==> config.mk <==
export PLATFORM = sky130hd
export DESIGN_NAME = nfa_event_matcher_flat
export DESIGN_NICKNAME = d
export VERILOG_FILES = /design/src/design/nem_pkg.sv /design/src/design/nem_ifs.sv /design/src/design/nem_table.sv /design/src/design/nem_engine.sv /design/src/design/nfa_event_matcher.sv /design/src/flat_wrapper.sv
export SDC_FILE = /design/constraint.sdc
export NUM_CORES = 2
export LEC_CHECK = 0
export BUFFER_PORTS_ARGS = -buffer_cell sky130_fd_sc_hd__buf_4
export CORE_ASPECT_RATIO = 1.5
export CORE_MARGIN = 5
export CORE_UTILIZATION = 35
export DETAILED_ROUTE_END_ITERATION = 10
export PLACE_DENSITY = 0.55
export SLEW_MARGIN = 20
export SYNTH_ARGS = -nofsm -noshare
export SYNTH_HDL_FRONTEND = slang
export SYNTH_HIERARCHICAL = 1
export SYNTH_SLANG_ARGS = --single-unit
==> constraint.sdc <==
create_clock -name clk -period 11.8 [get_ports clk]
set_clock_uncertainty 0.15 [all_clocks]
set_input_delay 1.18 -clock clk [delete_from_list [all_inputs] [get_ports clk]]
set_output_delay 1.18 -clock clk [all_outputs]
set_load 0.02 [all_outputs]
==> src/design/nem_pkg.sv <==
// Package of the NFA event matcher: codes, state type and result record.
// Depends on nothing.
`default_nettype none
package nem_pkg;

    localparam logic [1:0] ACT_LOAD    = 2'd0;
    localparam logic [1:0] ACT_EVENT   = 2'd1;
    localparam logic [1:0] ACT_RESTART = 2'd2;
    localparam logic [1:0] ACT_UNUSED  = 2'd3;

    localparam logic [1:0] KIND_SYMBOL = 2'd0;
    localparam logic [1:0] KIND_SPLIT  = 2'd1;
    localparam logic [1:0] KIND_MATCH  = 2'd2;
    localparam logic [1:0] KIND_DEAD   = 2'd3;

    localparam int COUNT_W = 7;

    typedef enum logic [1:0] {
        ST_IDLE,
        ST_SWEEP,
        ST_FINISH
    } nem_state_t;

    typedef struct packed {
        logic               matched;
        logic               at_start;
        logic [COUNT_W-1:0] active_count;
    } nem_res_t;

endpackage
`default_nettype wire

==> src/design/nem_ifs.sv <==
// Handshake channels of the NFA event matcher: items, results, configuration.
// Depends on nothing.
`default_nettype none
interface nem_item_if;
    logic       valid;
    logic       ready;
    logic [1:0] action;
    logic [5:0] entry_index;
    logic [1:0] entry_kind;
    logic [7:0] entry_symbol;
    logic [6:0] entry_next;
    logic [6:0] entry_alt;
    logic [7:0] event_symbol;
    modport source (output valid, action, entry_index, entry_kind, entry_symbol,
                    entry_next, entry_alt, event_symbol, input ready);
    modport sink (input valid, action, entry_index, entry_kind, entry_symbol,
                  entry_next, entry_alt, event_symbol, output ready);
endinterface

interface nem_result_if;
    logic       valid;
    logic       ready;
    logic       matched;
    logic       at_start;
    logic [6:0] active_count;
    modport source (output valid, matched, at_start, active_count, input ready);
    modport sink (input valid, matched, at_start, active_count, output ready);
endinterface

interface nem_cfg_if;
    logic       valid;
    logic       ready;
    logic [5:0] start_index;
    modport source (output valid, start_index, input ready);
    modport sink (input valid, start_index, output ready);
endinterface
`default_nettype wire

==> src/design/nem_table.sv <==
// State table memory: one write port, one read port with registered data.
// Depends on nothing.
`default_nettype none
module nem_table #(
    parameter int DEPTH = 64,
    parameter int WIDTH = 24,
    parameter int IDX_W = 6
) (
    input  wire logic             clk,
    input  wire logic             we,
    input  wire logic [IDX_W-1:0] waddr,
    input  wire logic [WIDTH-1:0] wdata,
    input  wire logic             re,
    input  wire logic [IDX_W-1:0] raddr,
    output logic      [WIDTH-1:0] rdata
);

    logic [WIDTH-1:0] mem [DEPTH];

    always_ff @(posedge clk)
    begin
        if (we)
        begin
            mem[waddr] <= wdata;
        end
        if (re)
        begin
            rdata <= mem[raddr];
        end
    end

endmodule
`default_nettype wire

==> src/design/nem_engine.sv <==
// Closure engine: sweeps the state table, follows split arrows and builds the new set.
// Depends on nem_pkg; reads the table through nem_table's port.
`default_nettype none
module nem_engine #(
    parameter int MAX_STATES = 64,
    parameter int SYMBOL_BITS = 8,
    parameter int IDX_W = 6,
    parameter int ENT_W = 24
) (
    input  wire logic                   clk,
    input  wire logic                   rst_n,
    input  wire logic                   start,
    input  wire logic                   is_event,
    input  wire logic [SYMBOL_BITS-1:0] event_sym,
    input  wire logic [5:0]             start_index,
    output logic                        rd_en,
    output logic      [IDX_W-1:0]       rd_addr,
    input  wire logic [ENT_W-1:0]       rd_data,
    output logic                        busy,
    output logic                        res_valid,
    output nem_pkg::nem_res_t           res,
    input  wire logic                   res_ready
);

    localparam int CNT_W = $clog2(MAX_STATES + 1);
    localparam logic [IDX_W-1:0] LAST = IDX_W'(MAX_STATES - 1);

    nem_pkg::nem_state_t state_reg, state_next;
    logic [IDX_W-1:0]       iss_reg, iss_next, pidx_reg, pidx_next;
    logic                   iss_on_reg, iss_on_next, pv_reg, pv_next;
    logic                   first_reg, first_next, again_reg, again_next;
    logic                   is_ev_reg, is_ev_next, match_reg, match_next;
    logic [SYMBOL_BITS-1:0] evs_reg, evs_next;
    logic [MAX_STATES-1:0]  active_reg, active_next, seen_reg, seen_next;
    logic [MAX_STATES-1:0]  pend_reg, pend_next, dst_reg, dst_next;
    logic [CNT_W-1:0]       cnt_reg, cnt_next;

    logic [1:0]             e_kind;
    logic [SYMBOL_BITS-1:0] e_sym;
    logic [6:0]             e_next, e_alt;
    logic                   mark_a, mark_b, again_now;

    assign e_alt  = rd_data[6:0];
    assign e_next = rd_data[13:7];
    assign e_sym  = rd_data[14 +: SYMBOL_BITS];
    assign e_kind = rd_data[14 + SYMBOL_BITS +: 2];

    always_ff @(posedge clk or negedge rst_n)
    begin
        if (!rst_n)
        begin
            state_reg  <= nem_pkg::ST_IDLE;
            iss_on_reg <= 1'b0;
            pv_reg     <= 1'b0;
            active_reg <= '0;
        end
        else
        begin
            state_reg  <= state_next;
            iss_on_reg <= iss_on_next;
            pv_reg     <= pv_next;
            active_reg <= active_next;
        end
    end

    always_ff @(posedge clk)
    begin
        iss_reg   <= iss_next;
        pidx_reg  <= pidx_next;
        first_reg <= first_next;
        again_reg <= again_next;
        is_ev_reg <= is_ev_next;
        evs_reg   <= evs_next;
        seen_reg  <= seen_next;
        pend_reg  <= pend_next;
        dst_reg   <= dst_next;
        cnt_reg   <= cnt_next;
        match_reg <= match_next;
    end

    always_comb
    begin
        state_next  = state_reg;
        iss_next    = iss_reg;
        iss_on_next = iss_on_reg;
        pv_next     = 1'b0;
        pidx_next   = iss_reg;
        first_next  = first_reg;
        again_next  = again_reg;
        is_ev_next  = is_ev_reg;
        evs_next    = evs_reg;
        active_next = active_reg;
        seen_next   = seen_reg;
        pend_next   = pend_reg;
        dst_next    = dst_reg;
        cnt_next    = cnt_reg;
        match_next  = match_reg;
        mark_a      = 1'b0;
        mark_b      = 1'b0;
        again_now   = 1'b0;
        res_valid   = 1'b0;

        unique case (state_reg)
            nem_pkg::ST_IDLE:
            begin
                if (start)
                begin
                    state_next  = nem_pkg::ST_SWEEP;
                    iss_next    = '0;
                    iss_on_next = 1'b1;
                    first_next  = 1'b1;
                    again_next  = 1'b0;
                    is_ev_next  = is_event;
                    evs_next    = event_sym;
                    seen_next   = '0;
                    pend_next   = '0;
                    dst_next    = '0;
                    cnt_next    = '0;
                    match_next  = 1'b0;
                    if (int'(start_index) < MAX_STATES)
                    begin
                        seen_next[IDX_W'(start_index)] = 1'b1;
                        pend_next[IDX_W'(start_index)] = 1'b1;
                    end
                end
            end
            nem_pkg::ST_SWEEP:
            begin
                pv_next = iss_on_reg;
                if (iss_on_reg)
                begin
                    if (iss_reg == LAST)
                    begin
                        iss_on_next = 1'b0;
                    end
                    else
                    begin
                        iss_next = iss_reg + 1'b1;
                    end
                end
                if (pv_reg)
                begin
                    if (first_reg && is_ev_reg && active_reg[pidx_reg] &&
                        e_kind == nem_pkg::KIND_SYMBOL && e_sym == evs_reg)
                    begin
                        mark_a = 1'b1;
                    end
                    if (pend_reg[pidx_reg])
                    begin
                        pend_next[pidx_reg] = 1'b0;
                        if (e_kind == nem_pkg::KIND_SPLIT)
                        begin
                            mark_a = 1'b1;
                            mark_b = 1'b1;
                        end
                        else
                        begin
                            dst_next[pidx_reg] = 1'b1;
                            cnt_next = cnt_reg + 1'b1;
                            if (e_kind == nem_pkg::KIND_MATCH)
                            begin
                                match_next = 1'b1;
                            end
                        end
                    end
                    // A newly marked state at or behind the sweep needs another pass.
                    if (mark_a && int'(e_next) < MAX_STATES && !seen_reg[IDX_W'(e_next)])
                    begin
                        seen_next[IDX_W'(e_next)] = 1'b1;
                        pend_next[IDX_W'(e_next)] = 1'b1;
                        if (IDX_W'(e_next) <= pidx_reg)
                        begin
                            again_now = 1'b1;
                        end
                    end
                    if (mark_b && int'(e_alt) < MAX_STATES && !seen_reg[IDX_W'(e_alt)])
                    begin
                        seen_next[IDX_W'(e_alt)] = 1'b1;
                        pend_next[IDX_W'(e_alt)] = 1'b1;
                        if (IDX_W'(e_alt) <= pidx_reg)
                        begin
                            again_now = 1'b1;
                        end
                    end
                    again_next = again_reg | again_now;
                    if (pidx_reg == LAST)
                    begin
                        if (again_reg || again_now)
                        begin
                            iss_next    = '0;
                            iss_on_next = 1'b1;
                            first_next  = 1'b0;
                            again_next  = 1'b0;
                        end
                        else
                        begin
                            state_next = nem_pkg::ST_FINISH;
                        end
                    end
                end
            end
            nem_pkg::ST_FINISH:
            begin
                res_valid = 1'b1;
                if (res_ready)
                begin
                    active_next = dst_reg;
                    state_next  = nem_pkg::ST_IDLE;
                end
            end
            default:
            begin
                state_next = nem_pkg::ST_IDLE;
            end
        endcase
    end

    assign rd_en   = iss_on_reg;
    assign rd_addr = iss_reg;
    assign busy    = (state_reg != nem_pkg::ST_IDLE);

    always_comb
    begin
        res.matched      = match_reg;
        res.at_start     = (cnt_reg == CNT_W'(1)) || ((cnt_reg == CNT_W'(2)) && match_reg);
        res.active_count = (int'(cnt_reg) > 127) ? 7'd127 : 7'(cnt_reg);
    end

endmodule
`default_nettype wire

==> src/design/nfa_event_matcher.sv <==
// A load beat writes straight into the table; an event or restart beat offers its result
// once the engine has finished its sweeps of the state table.
// One beat at a time: no new beat is accepted until the engine is idle again.
// Reset (rst_n, asynchronous, active low) clears the active set, the start index
// and all handshake state; the state table holds garbage until loaded.
// Top level of the NFA event matcher; depends on nem_pkg, nem_ifs, nem_table, nem_engine.
`default_nettype none
module nfa_event_matcher #(
    parameter int MAX_STATES = 64,
    parameter int SYMBOL_BITS = 8
) (
    input wire logic     clk,
    input wire logic     rst_n,
    nem_item_if.sink     item,
    nem_result_if.source result,
    nem_cfg_if.sink      cfg
);

    localparam int IDX_W = $clog2(MAX_STATES);
    localparam int ENT_W = 16 + SYMBOL_BITS;

    // The start index register is written by its own channel, which never stalls.
    logic [5:0] start_reg;
    logic       item_acc, tbl_we, eng_start, eng_busy, eng_rd_en, eng_res_valid, eng_res_ready;
    logic       res_vld_reg;
    logic [IDX_W-1:0] eng_rd_addr;
    logic [ENT_W-1:0] tbl_rdata, tbl_wdata;
    nem_pkg::nem_res_t eng_res, res_reg;

    assign cfg.ready = 1'b1;

    always_ff @(posedge clk or negedge rst_n)
    begin
        if (!rst_n)
        begin
            start_reg <= '0;
        end
        else if (cfg.valid)
        begin
            start_reg <= cfg.start_index;
        end
    end

    // Items are taken only while the engine is idle. A finished result may wait in the
    // output register, which frees the engine for one more beat; while that register is
    // still full, the engine holds its next result and the input stalls.
    assign item.ready = !eng_busy;
    assign item_acc   = item.valid && !eng_busy;

    // Loads go straight into the table; slots beyond the table are dropped.
    assign tbl_we    = item_acc && (item.action == nem_pkg::ACT_LOAD) &&
                       (int'(item.entry_index) < MAX_STATES);
    assign tbl_wdata = {item.entry_kind, item.entry_symbol[SYMBOL_BITS-1:0],
                        item.entry_next, item.entry_alt};

    // Unknown action codes fall through with no result.
    assign eng_start = item_acc && ((item.action == nem_pkg::ACT_EVENT) ||
                                    (item.action == nem_pkg::ACT_RESTART));

    nem_table #(
        .DEPTH (MAX_STATES),
        .WIDTH (ENT_W),
        .IDX_W (IDX_W)
    ) u_table (
        .clk   (clk),
        .we    (tbl_we),
        .waddr (IDX_W'(item.entry_index)),
        .wdata (tbl_wdata),
        .re    (eng_rd_en),
        .raddr (eng_rd_addr),
        .rdata (tbl_rdata)
    );

    nem_engine #(
        .MAX_STATES  (MAX_STATES),
        .SYMBOL_BITS (SYMBOL_BITS),
        .IDX_W       (IDX_W),
        .ENT_W       (ENT_W)
    ) u_engine (
        .clk         (clk),
        .rst_n       (rst_n),
        .start       (eng_start),
        .is_event    (item.action == nem_pkg::ACT_EVENT),
        .event_sym   (item.event_symbol[SYMBOL_BITS-1:0]),
        .start_index (start_reg),
        .rd_en       (eng_rd_en),
        .rd_addr     (eng_rd_addr),
        .rd_data     (tbl_rdata),
        .busy        (eng_busy),
        .res_valid   (eng_res_valid),
        .res         (eng_res),
        .res_ready   (eng_res_ready)
    );

    // Output register: the engine hands over its result when the register is free
    // or is being emptied in the same cycle.
    assign eng_res_ready = !res_vld_reg || result.ready;

    always_ff @(posedge clk or negedge rst_n)
    begin
        if (!rst_n)
        begin
            res_vld_reg <= 1'b0;
        end
        else if (eng_res_valid && eng_res_ready)
        begin
            res_vld_reg <= 1'b1;
        end
        else if (result.ready)
        begin
            res_vld_reg <= 1'b0;
        end
    end

    always_ff @(posedge clk)
    begin
        if (eng_res_valid && eng_res_ready)
        begin
            res_reg <= eng_res;
        end
    end

    assign result.valid        = res_vld_reg;
    assign result.matched      = res_reg.matched;
    assign result.at_start     = res_reg.at_start;
    assign result.active_count = res_reg.active_count;

endmodule
`default_nettype wire

==> src/flat_wrapper.sv <==
// flat-port wrapper written by rule: the top's interface ports become plain ports
module nfa_event_matcher_flat 
#(
    parameter int MAX_STATES = 64,
    parameter int SYMBOL_BITS = 8
)
  (clk, rst_n, item_valid, item_action, item_entry_index, item_entry_kind, item_entry_symbol, item_entry_next, item_entry_alt, item_event_symbol, item_ready, result_valid, result_matched, result_at_start, result_active_count, result_ready, cfg_valid, cfg_start_index, cfg_ready);
  nem_item_if item_i ();
  nem_result_if result_i ();
  nem_cfg_if cfg_i ();
  input wire logic clk;
  input wire logic rst_n;
  input wire logic [$bits(item_i.valid)-1:0] item_valid;
  input wire logic [$bits(item_i.action)-1:0] item_action;
  input wire logic [$bits(item_i.entry_index)-1:0] item_entry_index;
  input wire logic [$bits(item_i.entry_kind)-1:0] item_entry_kind;
  input wire logic [$bits(item_i.entry_symbol)-1:0] item_entry_symbol;
  input wire logic [$bits(item_i.entry_next)-1:0] item_entry_next;
  input wire logic [$bits(item_i.entry_alt)-1:0] item_entry_alt;
  input wire logic [$bits(item_i.event_symbol)-1:0] item_event_symbol;
  output wire logic [$bits(item_i.ready)-1:0] item_ready;
  output wire logic [$bits(result_i.valid)-1:0] result_valid;
  output wire logic [$bits(result_i.matched)-1:0] result_matched;
  output wire logic [$bits(result_i.at_start)-1:0] result_at_start;
  output wire logic [$bits(result_i.active_count)-1:0] result_active_count;
  input wire logic [$bits(result_i.ready)-1:0] result_ready;
  input wire logic [$bits(cfg_i.valid)-1:0] cfg_valid;
  input wire logic [$bits(cfg_i.start_index)-1:0] cfg_start_index;
  output wire logic [$bits(cfg_i.ready)-1:0] cfg_ready;
  assign item_i.valid = item_valid;
  assign item_i.action = item_action;
  assign item_i.entry_index = item_entry_index;
  assign item_i.entry_kind = item_entry_kind;
  assign item_i.entry_symbol = item_entry_symbol;
  assign item_i.entry_next = item_entry_next;
  assign item_i.entry_alt = item_entry_alt;
  assign item_i.event_symbol = item_event_symbol;
  assign item_ready = item_i.ready;
  assign result_valid = result_i.valid;
  assign result_matched = result_i.matched;
  assign result_at_start = result_i.at_start;
  assign result_active_count = result_i.active_count;
  assign result_i.ready = result_ready;
  assign cfg_i.valid = cfg_valid;
  assign cfg_i.start_index = cfg_start_index;
  assign cfg_ready = cfg_i.ready;
  nfa_event_matcher #(.MAX_STATES(MAX_STATES), .SYMBOL_BITS(SYMBOL_BITS)) u_core (.clk(clk), .rst_n(rst_n), .item(item_i), .result(result_i), .cfg(cfg_i));
endmodule
==> reports/results.tsv <==
stage	metric	value	unit
sta	Final min period	5.61	ns
cells_and_area	commonest cells after routing, fill and taps aside	edfxtp_1, mux4_2, nor2_1	
global_route	largest net degree at the start of global routing	117	
sta	Hold Violations, Final	0	
critical_path	Worst Setup End Kind	flop	
cts	# hold bufs at CTS	0	
floorplan	Die Y	586	µm
cts	TritonCTS clock tree	done	
sta	Hold WS	0.111	ns
cts	worst skew pair latency	0.88	ns
worst_hold_path	worst hold path class	in2async	
critical_path	Critical path origin	u_core/u_engine/rd_addr[0]	
cells_and_area	Reg with most FFs	u_core/u_table/mem	
sta	setup TNS	0	ns
yosys	Top FF cell, synth	edfxtp_1	
yosys	asr flop ratio synth	0.0402	
pwr	peak supply drop	0.223	mV
cts	Root Driver	clkbuf_16	
sta	fmax	178	MHz
yosys	Syn Inst Count	4336	
cts	clk slew on worst S/H paths	0.06	ns
cells_and_area	most common cell after layout, fill and taps aside	edfxtp_1	
pwr	leak pwr	27.5	nW
flow_run	MaxCap Viol Count	0	
critical_path	crit-path max FO	102	
routing	Initial DRC Count	3869	
yosys	syn_nets	4405	
critical_path	worst-path cell chain	buf_4 > buf_12 > buf_4 > nand3b_2 > o22ai_1 > a2111oi_0 > o21ai_0 > o21ai_0	
floorplan	core area	220000	µm²
cts	clock sink count	1867	
global_route	vias in the first global route	43953	
routing	Routed WL	235000	µm
routing	vias per inst	5.83	
yosys	Post-synth EDFFs	1786	
sta	slew at the pin with the worst max-slew slack	1.32	ns
placed_design	IO buf count	61	
yosys	flops & latches, synth	1867	
placed_design	Place WS	6.29	ns
placed_design	dpl cell area	81600	µm²
global_route	remaining global-route overflow	0	
critical_path	worst flop-to-flop path startpoint	u_core/u_engine/rd_addr[0]	
cts	post-CTS setup buffers	0	
critical_path	crit path launch type	flop	
sta	RSZ-0062 raised after global routing	no	
cells_and_area	Final Net Count	4512	
critical_path	Worst path max stage delay	1.09	ns
cells_and_area	layout cells sized above 1	0.237	
yosys	synthesized area	77500	µm²
routing	DRT antenna net count	0	
cells_and_area	final non-filler cell total	7474	
placed_design	RD Place Congestion	0.961	
routing	Vias	43609	
sta	Slew Viols, Final	0	
cts	post-cts sizing count	0	
yosys	Yosys warnings	6	
placed_design	Placed Instances	7122	
sta	share of the clock period used by the worst path	0.475	
cells_and_area	Largest register FFs	1536	
floorplan	DIE WIDTH	394	µm
critical_path	slowest CP cell	a2111oi_0	
pwr	pwr/cell area	225	nW/µm²
cells_and_area	Syn-to-layout area delta	12.9	%
cells_and_area	Fillers	19765	
routing	DRC	0	
routing	WL per Instance	31.5	µm
cts	H-tree depth	4	
critical_path	WP data arrival	6.08	ns
global_route	gr usage total	0.199	
yosys	Synth Area per Inst	17.9	µm²
critical_path	CP required	12.27	ns
sta	relative slew slack	0.114	
placed_design	Detail Placement HPWL	141000	µm
global_route	initial antenna violation count	10	
sta	PnR worst setup slack	6.19	ns
global_route	global-route wire length before repair	333000	µm
yosys	Synth cell types	89	
floorplan	die area	231000	µm²
floorplan	initial core utilization	0.351	
critical_path	critical path class	reg2reg	
sta	setup violators final	0	
cells_and_area	post-route cell area	87400	µm²
floorplan	Row Count	211	
cts	CTS Buf Count	185	
cts	CTS Buffer Depth	4	
run_status	run status	finished, final reports clean	
routing	drt pass-1 iters	6	
floorplan	num ports	63	
yosys	sequential-to-total area share from yosys stat	0.718	
==> metal layers <==
metal  vias up  GRT usage  routed length, µm
li1      17993          -                  -
met1     23269      0.236              87800
met2      1784      0.354             121000
met3       563     0.0338              13900
met4         0     0.0907              12700
met5         -          0                  0
==> per-stage QoR <==
stage / util / power [mW]
after floorplan: - / 11.9
after global placement: 0.369 / 14.2
after detailed placement: 0.370 / 14.2
after CTS: 0.396 / 19.8
after global routing: 0.397 / 20.4
final: 0.397 / 19.7
==> power by group <==
group	leakage (nW)	switching, mW	internal (mW)
clock	2.72	2.51	3.09
combinational	7.61	3.98	2.17
sequential	17.2	0.267	7.69
total	27.5	6.75	12.9
==> path summary, 6_finish.rpt <==
path	to	slack, ns	cells past startpoint
max	u_core/u_table/rdata[6]	6.19	8
max reg2reg	u_core/u_table/rdata[6]	6.19	8
max in group asynchronous	u_core/u_engine/active_reg[21]	10.25	2
min reg2reg	u_core/u_engine/pidx_reg[0]	0.22	0
min	u_core/u_engine/active_reg[31]	0.11	1
min in group clk	u_core/u_engine/pidx_reg[0]	0.22	0
==> cells by family (layout without fill, tap and decap cells) <==
family                     count (synthesis)  in the layout  share of synthesized area
and+or+nand+nor                          824            824                     0.0527
muxes                                    576            576                      0.142
DFF                                     1867           1867                      0.718
adders and majority gates                 18             18                    0.00291
buffers and inverters                    337            587                     0.0221
AOI/OAI and AO/OA                        699            699                     0.0608
other                                      1             14                  0.0000484
xor gates and xnor gates                  14             14                    0.00158
==> critical path: cells and delay by family (launching register included) <==
| family | cells | cell delay, ns |
|---|---|---|
| AOI/OAI and AO/OA | 4 | 2.07 |
| buffers and inverters | 3 | 1.93 |
| DFF | 1 | 0.34 |
| and+or+nand+nor | 1 | 0.61 |
==> final cells by class <==
type | instances | area [µm²] | share of cell area
Clock inverter | 92 | 697 | 0.00797
Tap cell | 2875 | 3600 | 0.0411
Inverter | 57 | 218 | 0.00249
Multi-Input combinational cell | 2132 | 20500 | 0.235
Clock buffer | 238 | 4900 | 0.0560
Sequential cell | 1867 | 55600 | 0.636
Timing Repair Buffer | 200 | 1820 | 0.0208
Antenna cell | 13 | 32.5 | 0.000372
==> synth_stat cells (all sizes together), types with 44 or more instances <==
cell / count / area share
nand3: 81 / 0.0052
nor2b: 45 / 0.0036
mux2: 142 / 0.021
o21ai: 97 / 0.0063
inv: 54 / 0.0026
mux4: 398 / 0.12
edfxtp: 1786 / 0.69
nor3: 44 / 0.0031
o22ai: 72 / 0.0058
nand2b: 47 / 0.0038
a31oi: 91 / 0.0073
dfrtp: 75 / 0.024
a21oi: 149 / 0.0098
buf: 155 / 0.013
clkbuf: 125 / 0.0061
nor2: 281 / 0.014
nand2: 137 / 0.0067
No activity file was read; power rests on OpenSTA's default activity.
